[config.mk]
export PLATFORM = sky130hd
export DESIGN_NAME = single_wire_humidity_sensor_reader_top
export DESIGN_NICKNAME = d
export VERILOG_FILES = /design/src/hdl/swhsr_pkg.sv /design/src/hdl/single_wire_humidity_sensor_reader_top.sv
export SDC_FILE = /design/constraint.sdc
export NUM_CORES = 1
export LEC_CHECK = 0
export BUFFER_PORTS_ARGS = -buffer_cell sky130_fd_sc_hd__buf_4
export CAP_MARGIN = 10
export CORE_MARGIN = 4
export CORE_UTILIZATION = 35
export CTS_BUF_LIST = sky130_fd_sc_hd__clkbuf_8
export CTS_CLUSTER_SIZE = 24
export DETAILED_ROUTE_END_ITERATION = 10
export SKIP_CTS_REPAIR_TIMING = 1
export SYNTH_ARGS = -nofsm -noshare
export SYNTH_HDL_FRONTEND = slang
export SYNTH_SLANG_ARGS = --single-unit
[constraint.sdc]
create_clock -name clk -period 12.74 [get_ports clk]
set_clock_uncertainty 0.05 [all_clocks]
set_input_delay 0.637 -clock clk [delete_from_list [all_inputs] [get_ports clk]]
set_output_delay 0.637 -clock clk [all_outputs]
set_load 0.02 [all_outputs]
[src/hdl/swhsr_pkg.sv]
// Package for the single-wire humidity sensor reader.
// Holds payload structs, phase enum, status and register index codes.
// No dependencies.
`timescale 1ns / 1ps

package swhsr_pkg;

  // Data frame: 40 bits, five bytes, MSB first
  localparam int DATA_BIT_COUNT = 40;
  localparam int BIT_IDX_W      = 6;
  localparam int TIMEOUT_W      = 6;
  localparam int START_W        = 14;
  localparam int RESULT_W       = 12;

  // Configuration port
  localparam int CFG_DATA_W = 14;
  localparam int CFG_IDX_W  = 3;

  localparam logic [CFG_IDX_W-1:0] CFG_START_LOW_TICKS   = 3'd0;
  localparam logic [CFG_IDX_W-1:0] CFG_ACK_LOW_TIMEOUT   = 3'd1;
  localparam logic [CFG_IDX_W-1:0] CFG_ACK_PHASE_TIMEOUT = 3'd2;
  localparam logic [CFG_IDX_W-1:0] CFG_BIT_LOW_TIMEOUT   = 3'd3;
  localparam logic [CFG_IDX_W-1:0] CFG_BIT_HIGH_TIMEOUT  = 3'd4;

  // Register reset values
  localparam logic [START_W-1:0]   START_LOW_RESET   = 14'd10000;
  localparam logic [TIMEOUT_W-1:0] ACK_LOW_RESET     = 6'd20;
  localparam logic [TIMEOUT_W-1:0] ACK_PHASE_RESET   = 6'd44;
  localparam logic [TIMEOUT_W-1:0] BIT_LOW_RESET     = 6'd33;
  localparam logic [TIMEOUT_W-1:0] BIT_HIGH_RESET    = 6'd38;

  // Reading status codes
  localparam logic [1:0] ST_OK       = 2'd0;
  localparam logic [1:0] ST_TIMEOUT  = 2'd1;
  localparam logic [1:0] ST_CHECKSUM = 2'd2;

  typedef enum logic [2:0] {
    PH_IDLE     = 3'd0,
    PH_START    = 3'd1,
    PH_ACK_LOW  = 3'd2,
    PH_ACK_HIGH = 3'd3,
    PH_ACK_END  = 3'd4,
    PH_BIT_LOW  = 3'd5,
    PH_BIT_HIGH = 3'd6
  } phase_t;

  typedef struct packed {
    logic start_request;
    logic line_level;
  } in_item_t;

  typedef struct packed {
    logic                drive_low;
    logic                busy_res;
    logic                done_res;
    logic [1:0]          status;
    logic [RESULT_W-1:0] humidity;
    logic [RESULT_W-1:0] temperature;
  } out_item_t;

endpackage

[src/hdl/single_wire_humidity_sensor_reader_top.sv]
// Single-wire humidity/temperature sensor reader, top level.
// Depends on swhsr_pkg.
//
// Usage:
//   Input channel (in_valid/in_stall/in_data): one transfer per 2 us sampling
//   tick, carrying the sampled data line level and a start request. A start
//   request is honored only while no reading is in progress.
//   Output channel (out_valid/out_stall/out_data): exactly one result per
//   input tick: the open-drain drive, busy, a one-tick done flag with status
//   (ok, timeout, checksum mismatch) and the last good humidity/temperature
//   as integer*10+decimal.
//   Results are registered in the result register, or in the skid register
//   on a stall. Throughput is one tick per cycle while in_stall is low: the
//   sequencer update is a single pass of logic from state to result register.
//   When the receiver stalls, the result register holds and one more result
//   goes into a skid register; in_stall rises only while the skid is full.
//   Configuration writes (cfg_wr_en/cfg_index/cfg_data) take effect at once
//   and are expected only while idle.
//   Synchronous reset returns the sequencer to idle, clears the stored
//   readings, loads register defaults and empties both output registers.
`timescale 1ns / 1ps

module single_wire_humidity_sensor_reader_top
  import swhsr_pkg::*;
#(
  parameter int COUNT_WIDTH = 14
) (
  input  logic                  clk,
  input  logic                  rst,
  input  logic                  in_valid,
  output logic                  in_stall,
  input  in_item_t              in_data,
  output logic                  out_valid,
  input  logic                  out_stall,
  output out_item_t             out_data,
  input  logic                  cfg_wr_en,
  input  logic [CFG_IDX_W-1:0]  cfg_index,
  input  logic [CFG_DATA_W-1:0] cfg_data
);

  // Compare width covering both the tick counter and the start register
  localparam int CMP_W = (COUNT_WIDTH > START_W) ? COUNT_WIDTH : START_W;

  // Configuration registers
  logic [START_W-1:0]   start_low_ticks;
  logic [TIMEOUT_W-1:0] ack_low_timeout;
  logic [TIMEOUT_W-1:0] ack_phase_timeout;
  logic [TIMEOUT_W-1:0] bit_low_timeout;
  logic [TIMEOUT_W-1:0] bit_high_timeout;

  // Sequencer state
  phase_t                   phase, phase_next;
  logic [COUNT_WIDTH-1:0]   tick_count, tick_count_next;
  logic [BIT_IDX_W-1:0]     bit_index, bit_index_next;
  logic [TIMEOUT_W-1:0]     low_ticks, low_ticks_next;
  logic [DATA_BIT_COUNT-1:0] received_bits, received_bits_next;
  logic [RESULT_W-1:0]      last_humidity, last_humidity_next;
  logic [RESULT_W-1:0]      last_temperature, last_temperature_next;

  // Output side
  out_item_t result;
  out_item_t skid_data;
  logic      skid_valid;
  logic      in_fire;
  logic      out_fire;

  // Wait-phase helpers
  logic                   want_level;
  logic [TIMEOUT_W-1:0]   wait_limit;
  logic [TIMEOUT_W-1:0]   limit_eff;
  logic [COUNT_WIDTH-1:0] tick_inc;
  logic                   level_match;
  logic                   wait_timeout;

  // Frame decode helpers
  logic                      new_bit;
  logic [DATA_BIT_COUNT-1:0] bits_shift;
  logic [BIT_IDX_W-1:0]      index_inc;
  logic [7:0]                byte0, byte1, byte2, byte3, byte4;
  logic [7:0]                byte_sum;

  // byte_hi * 10 + byte_lo, as shifts and adds
  function automatic logic [RESULT_W-1:0] tens_plus(input logic [7:0] hi,
                                                    input logic [7:0] lo);
    logic [RESULT_W-1:0] h;
    h = RESULT_W'(hi);
    return (h << 3) + (h << 1) + RESULT_W'(lo);
  endfunction

  assign in_fire  = in_valid && !in_stall;
  assign out_fire = out_valid && !out_stall;
  assign in_stall = skid_valid;

  // Configuration writes
  always_ff @(posedge clk) begin
    if (rst) begin
      start_low_ticks   <= START_LOW_RESET;
      ack_low_timeout   <= ACK_LOW_RESET;
      ack_phase_timeout <= ACK_PHASE_RESET;
      bit_low_timeout   <= BIT_LOW_RESET;
      bit_high_timeout  <= BIT_HIGH_RESET;
    end else if (cfg_wr_en) begin
      case (cfg_index)
        CFG_START_LOW_TICKS:   start_low_ticks   <= cfg_data;
        CFG_ACK_LOW_TIMEOUT:   ack_low_timeout   <= cfg_data[TIMEOUT_W-1:0];
        CFG_ACK_PHASE_TIMEOUT: ack_phase_timeout <= cfg_data[TIMEOUT_W-1:0];
        CFG_BIT_LOW_TIMEOUT:   bit_low_timeout   <= cfg_data[TIMEOUT_W-1:0];
        CFG_BIT_HIGH_TIMEOUT:  bit_high_timeout  <= cfg_data[TIMEOUT_W-1:0];
        default: ;
      endcase
    end
  end

  // Shared wait logic: expected level and timeout of the current phase
  always_comb begin
    case (phase)
      PH_ACK_LOW:  begin want_level = 1'b0; wait_limit = ack_low_timeout;   end
      PH_ACK_HIGH: begin want_level = 1'b1; wait_limit = ack_phase_timeout; end
      PH_ACK_END:  begin want_level = 1'b0; wait_limit = ack_phase_timeout; end
      PH_BIT_LOW:  begin want_level = 1'b1; wait_limit = bit_low_timeout;   end
      PH_BIT_HIGH: begin want_level = 1'b0; wait_limit = bit_high_timeout;  end
      default:     begin want_level = 1'b0; wait_limit = bit_high_timeout;  end
    endcase
  end

  assign limit_eff    = (wait_limit == '0) ? TIMEOUT_W'(1) : wait_limit;
  assign tick_inc     = tick_count + COUNT_WIDTH'(1);
  assign level_match  = (in_data.line_level == want_level);
  assign wait_timeout = CMP_W'(tick_inc) >= CMP_W'(limit_eff);

  // Bit decision and frame fields once the last bit lands
  assign new_bit    = CMP_W'(tick_count) > CMP_W'(low_ticks);
  assign bits_shift = {received_bits[DATA_BIT_COUNT-2:0], new_bit};
  assign index_inc  = bit_index + BIT_IDX_W'(1);
  assign byte0      = bits_shift[39:32];
  assign byte1      = bits_shift[31:24];
  assign byte2      = bits_shift[23:16];
  assign byte3      = bits_shift[15:8];
  assign byte4      = bits_shift[7:0];
  assign byte_sum   = byte0 + byte1 + byte2 + byte3;

  // Sequencer next state and result for one tick
  always_comb begin
    phase_next            = phase;
    tick_count_next       = tick_count;
    bit_index_next        = bit_index;
    low_ticks_next        = low_ticks;
    received_bits_next    = received_bits;
    last_humidity_next    = last_humidity;
    last_temperature_next = last_temperature;
    result                = '0;

    case (phase)
      PH_IDLE: begin
        if (in_data.start_request) begin
          phase_next         = PH_START;
          tick_count_next    = COUNT_WIDTH'(1);
          bit_index_next     = '0;
          received_bits_next = '0;
          result.drive_low   = 1'b1;
        end
      end
      PH_START: begin
        if (CMP_W'(tick_count) >= CMP_W'(start_low_ticks) || tick_count == '1) begin
          phase_next      = PH_ACK_LOW;
          tick_count_next = '0;
        end else begin
          tick_count_next  = tick_inc;
          result.drive_low = 1'b1;
        end
      end
      PH_ACK_LOW, PH_ACK_HIGH, PH_ACK_END, PH_BIT_LOW: begin
        if (level_match) begin
          tick_count_next = '0;
          case (phase)
            PH_ACK_LOW:  phase_next = PH_ACK_HIGH;
            PH_ACK_HIGH: phase_next = PH_ACK_END;
            PH_ACK_END:  phase_next = PH_BIT_LOW;
            default: begin
              phase_next     = PH_BIT_HIGH;
              low_ticks_next = tick_count[TIMEOUT_W-1:0];
            end
          endcase
        end else begin
          tick_count_next = tick_inc;
          if (wait_timeout) begin
            result.done_res = 1'b1;
            result.status   = ST_TIMEOUT;
          end
        end
      end
      PH_BIT_HIGH: begin
        if (level_match) begin
          tick_count_next    = '0;
          received_bits_next = bits_shift;
          bit_index_next     = index_inc;
          if (index_inc >= BIT_IDX_W'(DATA_BIT_COUNT)) begin
            result.done_res = 1'b1;
            if (byte_sum == byte4) begin
              last_humidity_next    = tens_plus(byte0, byte1);
              last_temperature_next = tens_plus(byte2, byte3);
            end else begin
              result.status = ST_CHECKSUM;
            end
          end else begin
            phase_next = PH_BIT_LOW;
          end
        end else begin
          tick_count_next = tick_inc;
          if (wait_timeout) begin
            result.done_res = 1'b1;
            result.status   = ST_TIMEOUT;
          end
        end
      end
      default: begin
        phase_next      = PH_IDLE;
        tick_count_next = '0;
      end
    endcase

    // A finished reading, good or not, returns to idle
    if (result.done_res) begin
      phase_next      = PH_IDLE;
      tick_count_next = '0;
    end

    result.busy_res    = (phase_next != PH_IDLE);
    result.humidity    = last_humidity_next;
    result.temperature = last_temperature_next;
  end

  // State registers advance on each input transfer
  always_ff @(posedge clk) begin
    if (rst) begin
      phase            <= PH_IDLE;
      tick_count       <= '0;
      bit_index        <= '0;
      low_ticks        <= '0;
      received_bits    <= '0;
      last_humidity    <= '0;
      last_temperature <= '0;
    end else if (in_fire) begin
      phase            <= phase_next;
      tick_count       <= tick_count_next;
      bit_index        <= bit_index_next;
      low_ticks        <= low_ticks_next;
      received_bits    <= received_bits_next;
      last_humidity    <= last_humidity_next;
      last_temperature <= last_temperature_next;
    end
  end

  // Result register with a skid stage behind it
  always_ff @(posedge clk) begin
    if (rst) begin
      out_valid  <= 1'b0;
      skid_valid <= 1'b0;
    end else if (!out_valid || out_fire) begin
      if (skid_valid) begin
        out_valid  <= 1'b1;
        skid_valid <= 1'b0;
      end else begin
        out_valid <= in_fire;
      end
    end else if (in_fire) begin
      skid_valid <= 1'b1;
    end
  end

  always_ff @(posedge clk) begin
    if (!out_valid || out_fire) begin
      if (skid_valid) begin
        out_data <= skid_data;
      end else if (in_fire) begin
        out_data <= result;
      end
    end else if (in_fire) begin
      skid_data <= result;
    end
  end

  // Checks
  a_skid_behind_out: assert property (@(posedge clk) disable iff (rst)
    skid_valid |-> out_valid)
    else $error("skid register full while result register empty");

  a_done_not_busy: assert property (@(posedge clk) disable iff (rst)
    (out_valid && out_data.done_res) |-> !out_data.busy_res)
    else $error("reading reported done but still busy");

  a_status_with_done: assert property (@(posedge clk) disable iff (rst)
    (out_valid && !out_data.done_res) |-> (out_data.status == ST_OK))
    else $error("nonzero status without done");

  a_drive_when_busy: assert property (@(posedge clk) disable iff (rst)
    (out_valid && out_data.drive_low) |-> out_data.busy_res)
    else $error("line driven low outside a reading");

  a_bit_index_range: assert property (@(posedge clk) disable iff (rst)
    bit_index <= BIT_IDX_W'(DATA_BIT_COUNT))
    else $error("bit index past end of frame");

endmodule
# == Yosys cells after proc, flatten, opt, wreduce, memory -nomap -nowiden ==
# Cells that the tools add are included.
# totals
ff_bits,190
input_bits,24
elab_cells,128
output_inout_bits,31
# op_classes
eq_ne,16
bitwise,2
n_reduce_logical,29
order_cmp,4
n_addsub,9
muxes,42
# ops
op,count
$mux W12,8
$mux W39,2
$pmux W39 S2,1
$mux W29,2
$mux W14,4
$pmux W14 S3,1
$mux W3,10
$add A11 B9 Y12,2
$add A12 B8 Y12,2
$add A8 B8 Y8,3
$mux W6,3
$pmux W6 S3,1
$reduce_and A2 Y1,8
$add A14 B1 Y14 const B,1
$eq A14 B14 Y1 const B,1
$ge A14 B14 Y1,1
$ge A14 B6 Y1,1
$gt A14 B6 Y1,1
$eq A3 B2 Y1 const B,4
$eq A3 B3 Y1 const B,4
$pmux W3 S4,1
$pmux W6 S2,1
$pmux W3 S3,1
$eq A8 B8 Y1,1
23 further kinds,38

# == Longest topological paths before layout ==
# depth
word_depth,13
ltp_mapped,19
depth_no_buf,15

# == Worst setup path before layout ==
# OpenSTA, ideal clock, no wires.
# synth_timing
path_type,register to register
from,register received_bits[16]
to,register out_data[8] (netlist bit) (data pin)
t_arrival_ns,3.953
t_required_ns,12.430
synth_period_minus_slack_ns,4.263
slack_ns,8.477
setup_time_ns,0.260
path_buffers,1
path_stages_with_launch,14
path_cell_list,dfxtp_1 fa_1 fa_1 ha_1 inv_1 fa_1 nand2b_1 a21oi_1 a31oi_1 xnor2_1 a2111oi_4 buf_4 mux2_2 mux2_2
# synth_between
elab_chain_cells,9
elab_cells_between_ends,11
classes_between,4 x add/sub; 1 x eq/ne; 6 x mux
# synth_rtl
element,line_no,rtl
start: declaration,single_wire_humidity_sensor_reader_top.sv:56,"logic [DATA_BIT_COUNT-1:0] received_bits, received_bits_next;"
start signal: assignment,single_wire_humidity_sensor_reader_top.sv:248,received_bits <= received_bits_next;
$add A8 B8 Y8 (2 in series),single_wire_humidity_sensor_reader_top.sv:140,assign byte_sum = byte0 + byte1 + byte2 + byte3;
$eq A8 B8 Y1,single_wire_humidity_sensor_reader_top.sv:199,if (byte_sum == byte4) begin
$mux W12 *,single_wire_humidity_sensor_reader_top.sv:199,
$mux W12 *,single_wire_humidity_sensor_reader_top.sv:197,if (index_inc >= BIT_IDX_W'(DATA_BIT_COUNT)) begin
$mux W12 *,single_wire_humidity_sensor_reader_top.sv:193,if (level_match) begin
$mux W12 *,single_wire_humidity_sensor_reader_top.sv:153,case (phase)
named net last_temperature_next[8],single_wire_humidity_sensor_reader_top.sv:58,"logic [RESULT_W-1:0] last_temperature, last_temperature_next;"
$mux W29 *,single_wire_humidity_sensor_reader_top.sv:275,end else if (in_fire) begin
$mux W29 *,single_wire_humidity_sensor_reader_top.sv:273,if (skid_valid) begin
end signal: assignment,single_wire_humidity_sensor_reader_top.sv:274,out_data <= skid_data;
end signal: assignment,single_wire_humidity_sensor_reader_top.sv:276,out_data <= result;
end: declaration,single_wire_humidity_sensor_reader_top.sv:35,"output out_item_t out_data,"
# Mark *: on every way through the listed nets, which the timed path passes. The rest lies on a longest branch. The select of a mux whose other input is x is not followed.
# A chain may end at the register's enable or synchronous reset.

==> impl_metrics.yaml <==
cells_and_area:
  fin_area_um2: 11500
  fin_util: 0.389
  fillers: 2953
  nets: 1243
  synthToLayoutAreaGrowth_pct: 9.99
  antennaDiodeCount: 0
  drive_gt1_frac: 0.142
  final_cells: 1535
job:
  cap_violations: 0
yosys:
  synth_edf_count: 58
  syn_area_um2: 10500
  syn_inst: 1112
  syn_nets: 1222
  synth_area_leaders: "dfxtp_1 25%, edfxtp_1 17%, ha_1 7.2%"
  synth_largest_area_cell: "dfxtp_1"
  synth_cell_types: 74
  synth_seq_cells: 190
  synthArstFlopShare: 0
  synth_most_common_cell: "nand2_1"
  synth.avg_cell_area_um2: 9.41
  yosys.area.top_type_share: 0.252
  synth_commonest_cells: "175 x nand2_1, 132 x dfxtp_1, 110 x a21oi_1"
  seq_area_frac_synth: 0.419
  synth_flop_cell: "dfxtp_1"
  ys_warn_count: 0
routing:
  drc_errors: 0
  drtIter0Drc: 628
  post_drt_wl_per_cell_um: 15.8
  drtAntennaViolNets: 0
  routed_wl_um: 24200
  wl_met1_um: 12300
  vias_per_cell: 5.19
  drt-pass1-iter-count: 5
  dr_wl_met3_um: 834
  vias: 7974
  wl_met2_um: 10800
  top_layer: "met4"
worst_setup_path:
  cp-end-kind: "register"
  path_cells: "inv_1, ha_1, inv_1, nor3_1, a21oi_1, and4_1, a221o_1, ha_1, nand2b_1, a21o_1, a21oi_1, o2111ai_1, o31ai_4, nand2_4, mux2_2"
  worst_setup_path_start_kind: "register"
  cp.required_ns: 12.93
  cpLargestDelayFamily: "compound AO/OA/AOI/OAI gates"
  crit_buf_inv: 2
  crit_type: "reg -> reg"
  worst-path-max-fanout: 19
  slowest_delay_ns: 0.74
  crit_arrival_ns: 5.13
  cpMaxStageDelayCell: "dfxtp_1"
sta:
  tightest_slew_ns: 1.07
  drv_slew: 0
  period_minus_slack_ns: 4.95
  min_period_over_period: 0.388
  setup_viol: 0
  relSlewSlack: 0.281
  rsz0062_at_grt: "false"
  tns_ns: 0
  hold_viol: 0
  max_freq_mhz: 202
grt:
  grt_overflow: 0
  grt_pass1_wl_um: 40300
  grtUsageTotal: 0.148
  antenna_found_initial: 0
  grt_pass1_vias: 7616
  grt_max_degree: 62
place:
  gp_congestion: 0.864
  place_area_um2: 11200
  post-place-cells: 1504
  post-dp-hpwl_um: 16700
  io_buffers: 54
power_and_ir_drop:
  p_leak_nw: 4.47
  vdd_drop_max_uv: 49.6
  power_per_cell_area_nw_per_um2: 93.6
clock_tree:
  clockBufferDepth: 2
  numClockSinks: 190
  htree_levels: 4
  cts_made_buffers: 17
  clockRootBuffer: "clkbuf_8"
  clk_pin_slew_ns: 0.09
  cts_tree: "built"
  clock_latency_ns: 0.48
floorplan:
  initial_core_util: 0.354
  io_pins: 55
  die_w_um: 181
  dieArea_um2: 32700
  die_y_um: 181
  core_region_area_um2: 29600
  rows: 63
status:
  status: "complete, no violations"
hold_path:
  min-delay-path-class: "in -> reg"
==> layout make-up <==
class | count | area, um^2 | share of cell area
Clock buffer | 18 | 248 | 0.0215
Clock inverter | 13 | 78.8 | 0.00685
Inverter | 38 | 143 | 0.0124
Multi-Input combinational cell | 823 | 5700 | 0.495
Sequential cell | 190 | 4380 | 0.381
Tap cell | 390 | 488 | 0.0424
Timing Repair Buffer | 63 | 473 | 0.0411
==> cells in the final DEF (no fill, tap or decap), types with 18 or more instances in the layout <==
master | Yosys | layout
nand2_1 | 175 | 175
dfxtp_1 | 132 | 132
a21oi_1 | 110 | 109
nor2_1 | 64 | 63
buf_4 | 1 | 63
o21ai_0 | 60 | 60
ha_1 | 60 | 60
edfxtp_1 | 58 | 58
nand3_1 | 49 | 49
mux2_2 | 47 | 47
inv_1 | 37 | 40
xnor2_1 | 28 | 28
fa_1 | 26 | 26
mux2i_1 | 19 | 19
clkbuf_8 | 0 | 18
==> registers in the layout (all words and copies together), names as in the netlist <==
signal and cells:
in_stall 1, received_bits 39, bit_high_timeout 6, bit_low_timeout 6, tick_count 14, phase 3
skid_data 29, last_temperature 12, out_valid 1, low_ticks 6, start_low_ticks 14, ack_low_timeout 6
last_humidity 12, ack_phase_timeout 6, bit_index 6, out_data 29
==> through the flow <==
step	hold WS (ns)	worst slack (ns)	total power, mW
global placement	0.396	7.99	0.740
floorplan	0.385	8.48	0.705
global route	0.320	7.37	1.12
finish	0.324	7.79	1.08
detailed placement	0.399	7.84	0.740
CTS	0.295	7.80	1.09
==> cells by family (layout without fill, tap and decap cells) <==
logic type | after synthesis | count (layout) | share of synthesized area
muxes | 67 | 67 | 0.0702
buffers and inverters | 99 | 132 | 0.0387
adders and majority gates | 86 | 86 | 0.121
DFF | 190 | 190 | 0.419
and+or+nand+nor | 359 | 359 | 0.152
AOI/OAI and AO/OA | 273 | 273 | 0.167
xor gates and xnor gates | 38 | 38 | 0.0318
==> tightest hold or removal path, cell delays in order <==
cell      delay, ns
buf_4          0.08
nand2_1        0.04
o211ai_1       0.07
==> power by group <==
group / switching (mW) / internal (mW)
logic: 0.0557 / 0.0281
registers: 0.00748 / 0.635
clock network: 0.216 / 0.136
total: 0.279 / 0.799
==> per-layer routing <==
metal,vias to the layer above,global-route usage
met3,22,0.0205
met1,3793,0.222
met5,-,0
met4,0,0.0354
met2,155,0.226
li1,4004,-
==> worst paths after layout <==
kind                                         start  depth (start not counted)  slack [ns]                  to
worst max-delay path                      phase[2]                         15        7.79        out_data[26]
worst max register to register            phase[2]                         15        7.79        out_data[26]
worst min-delay path                   cfg_data[9]                          3        0.32  start_low_ticks[9]
worst min register to register  start_low_ticks[1]                          2        0.41  start_low_ticks[1]
Power figures use the tool's default switching activity.
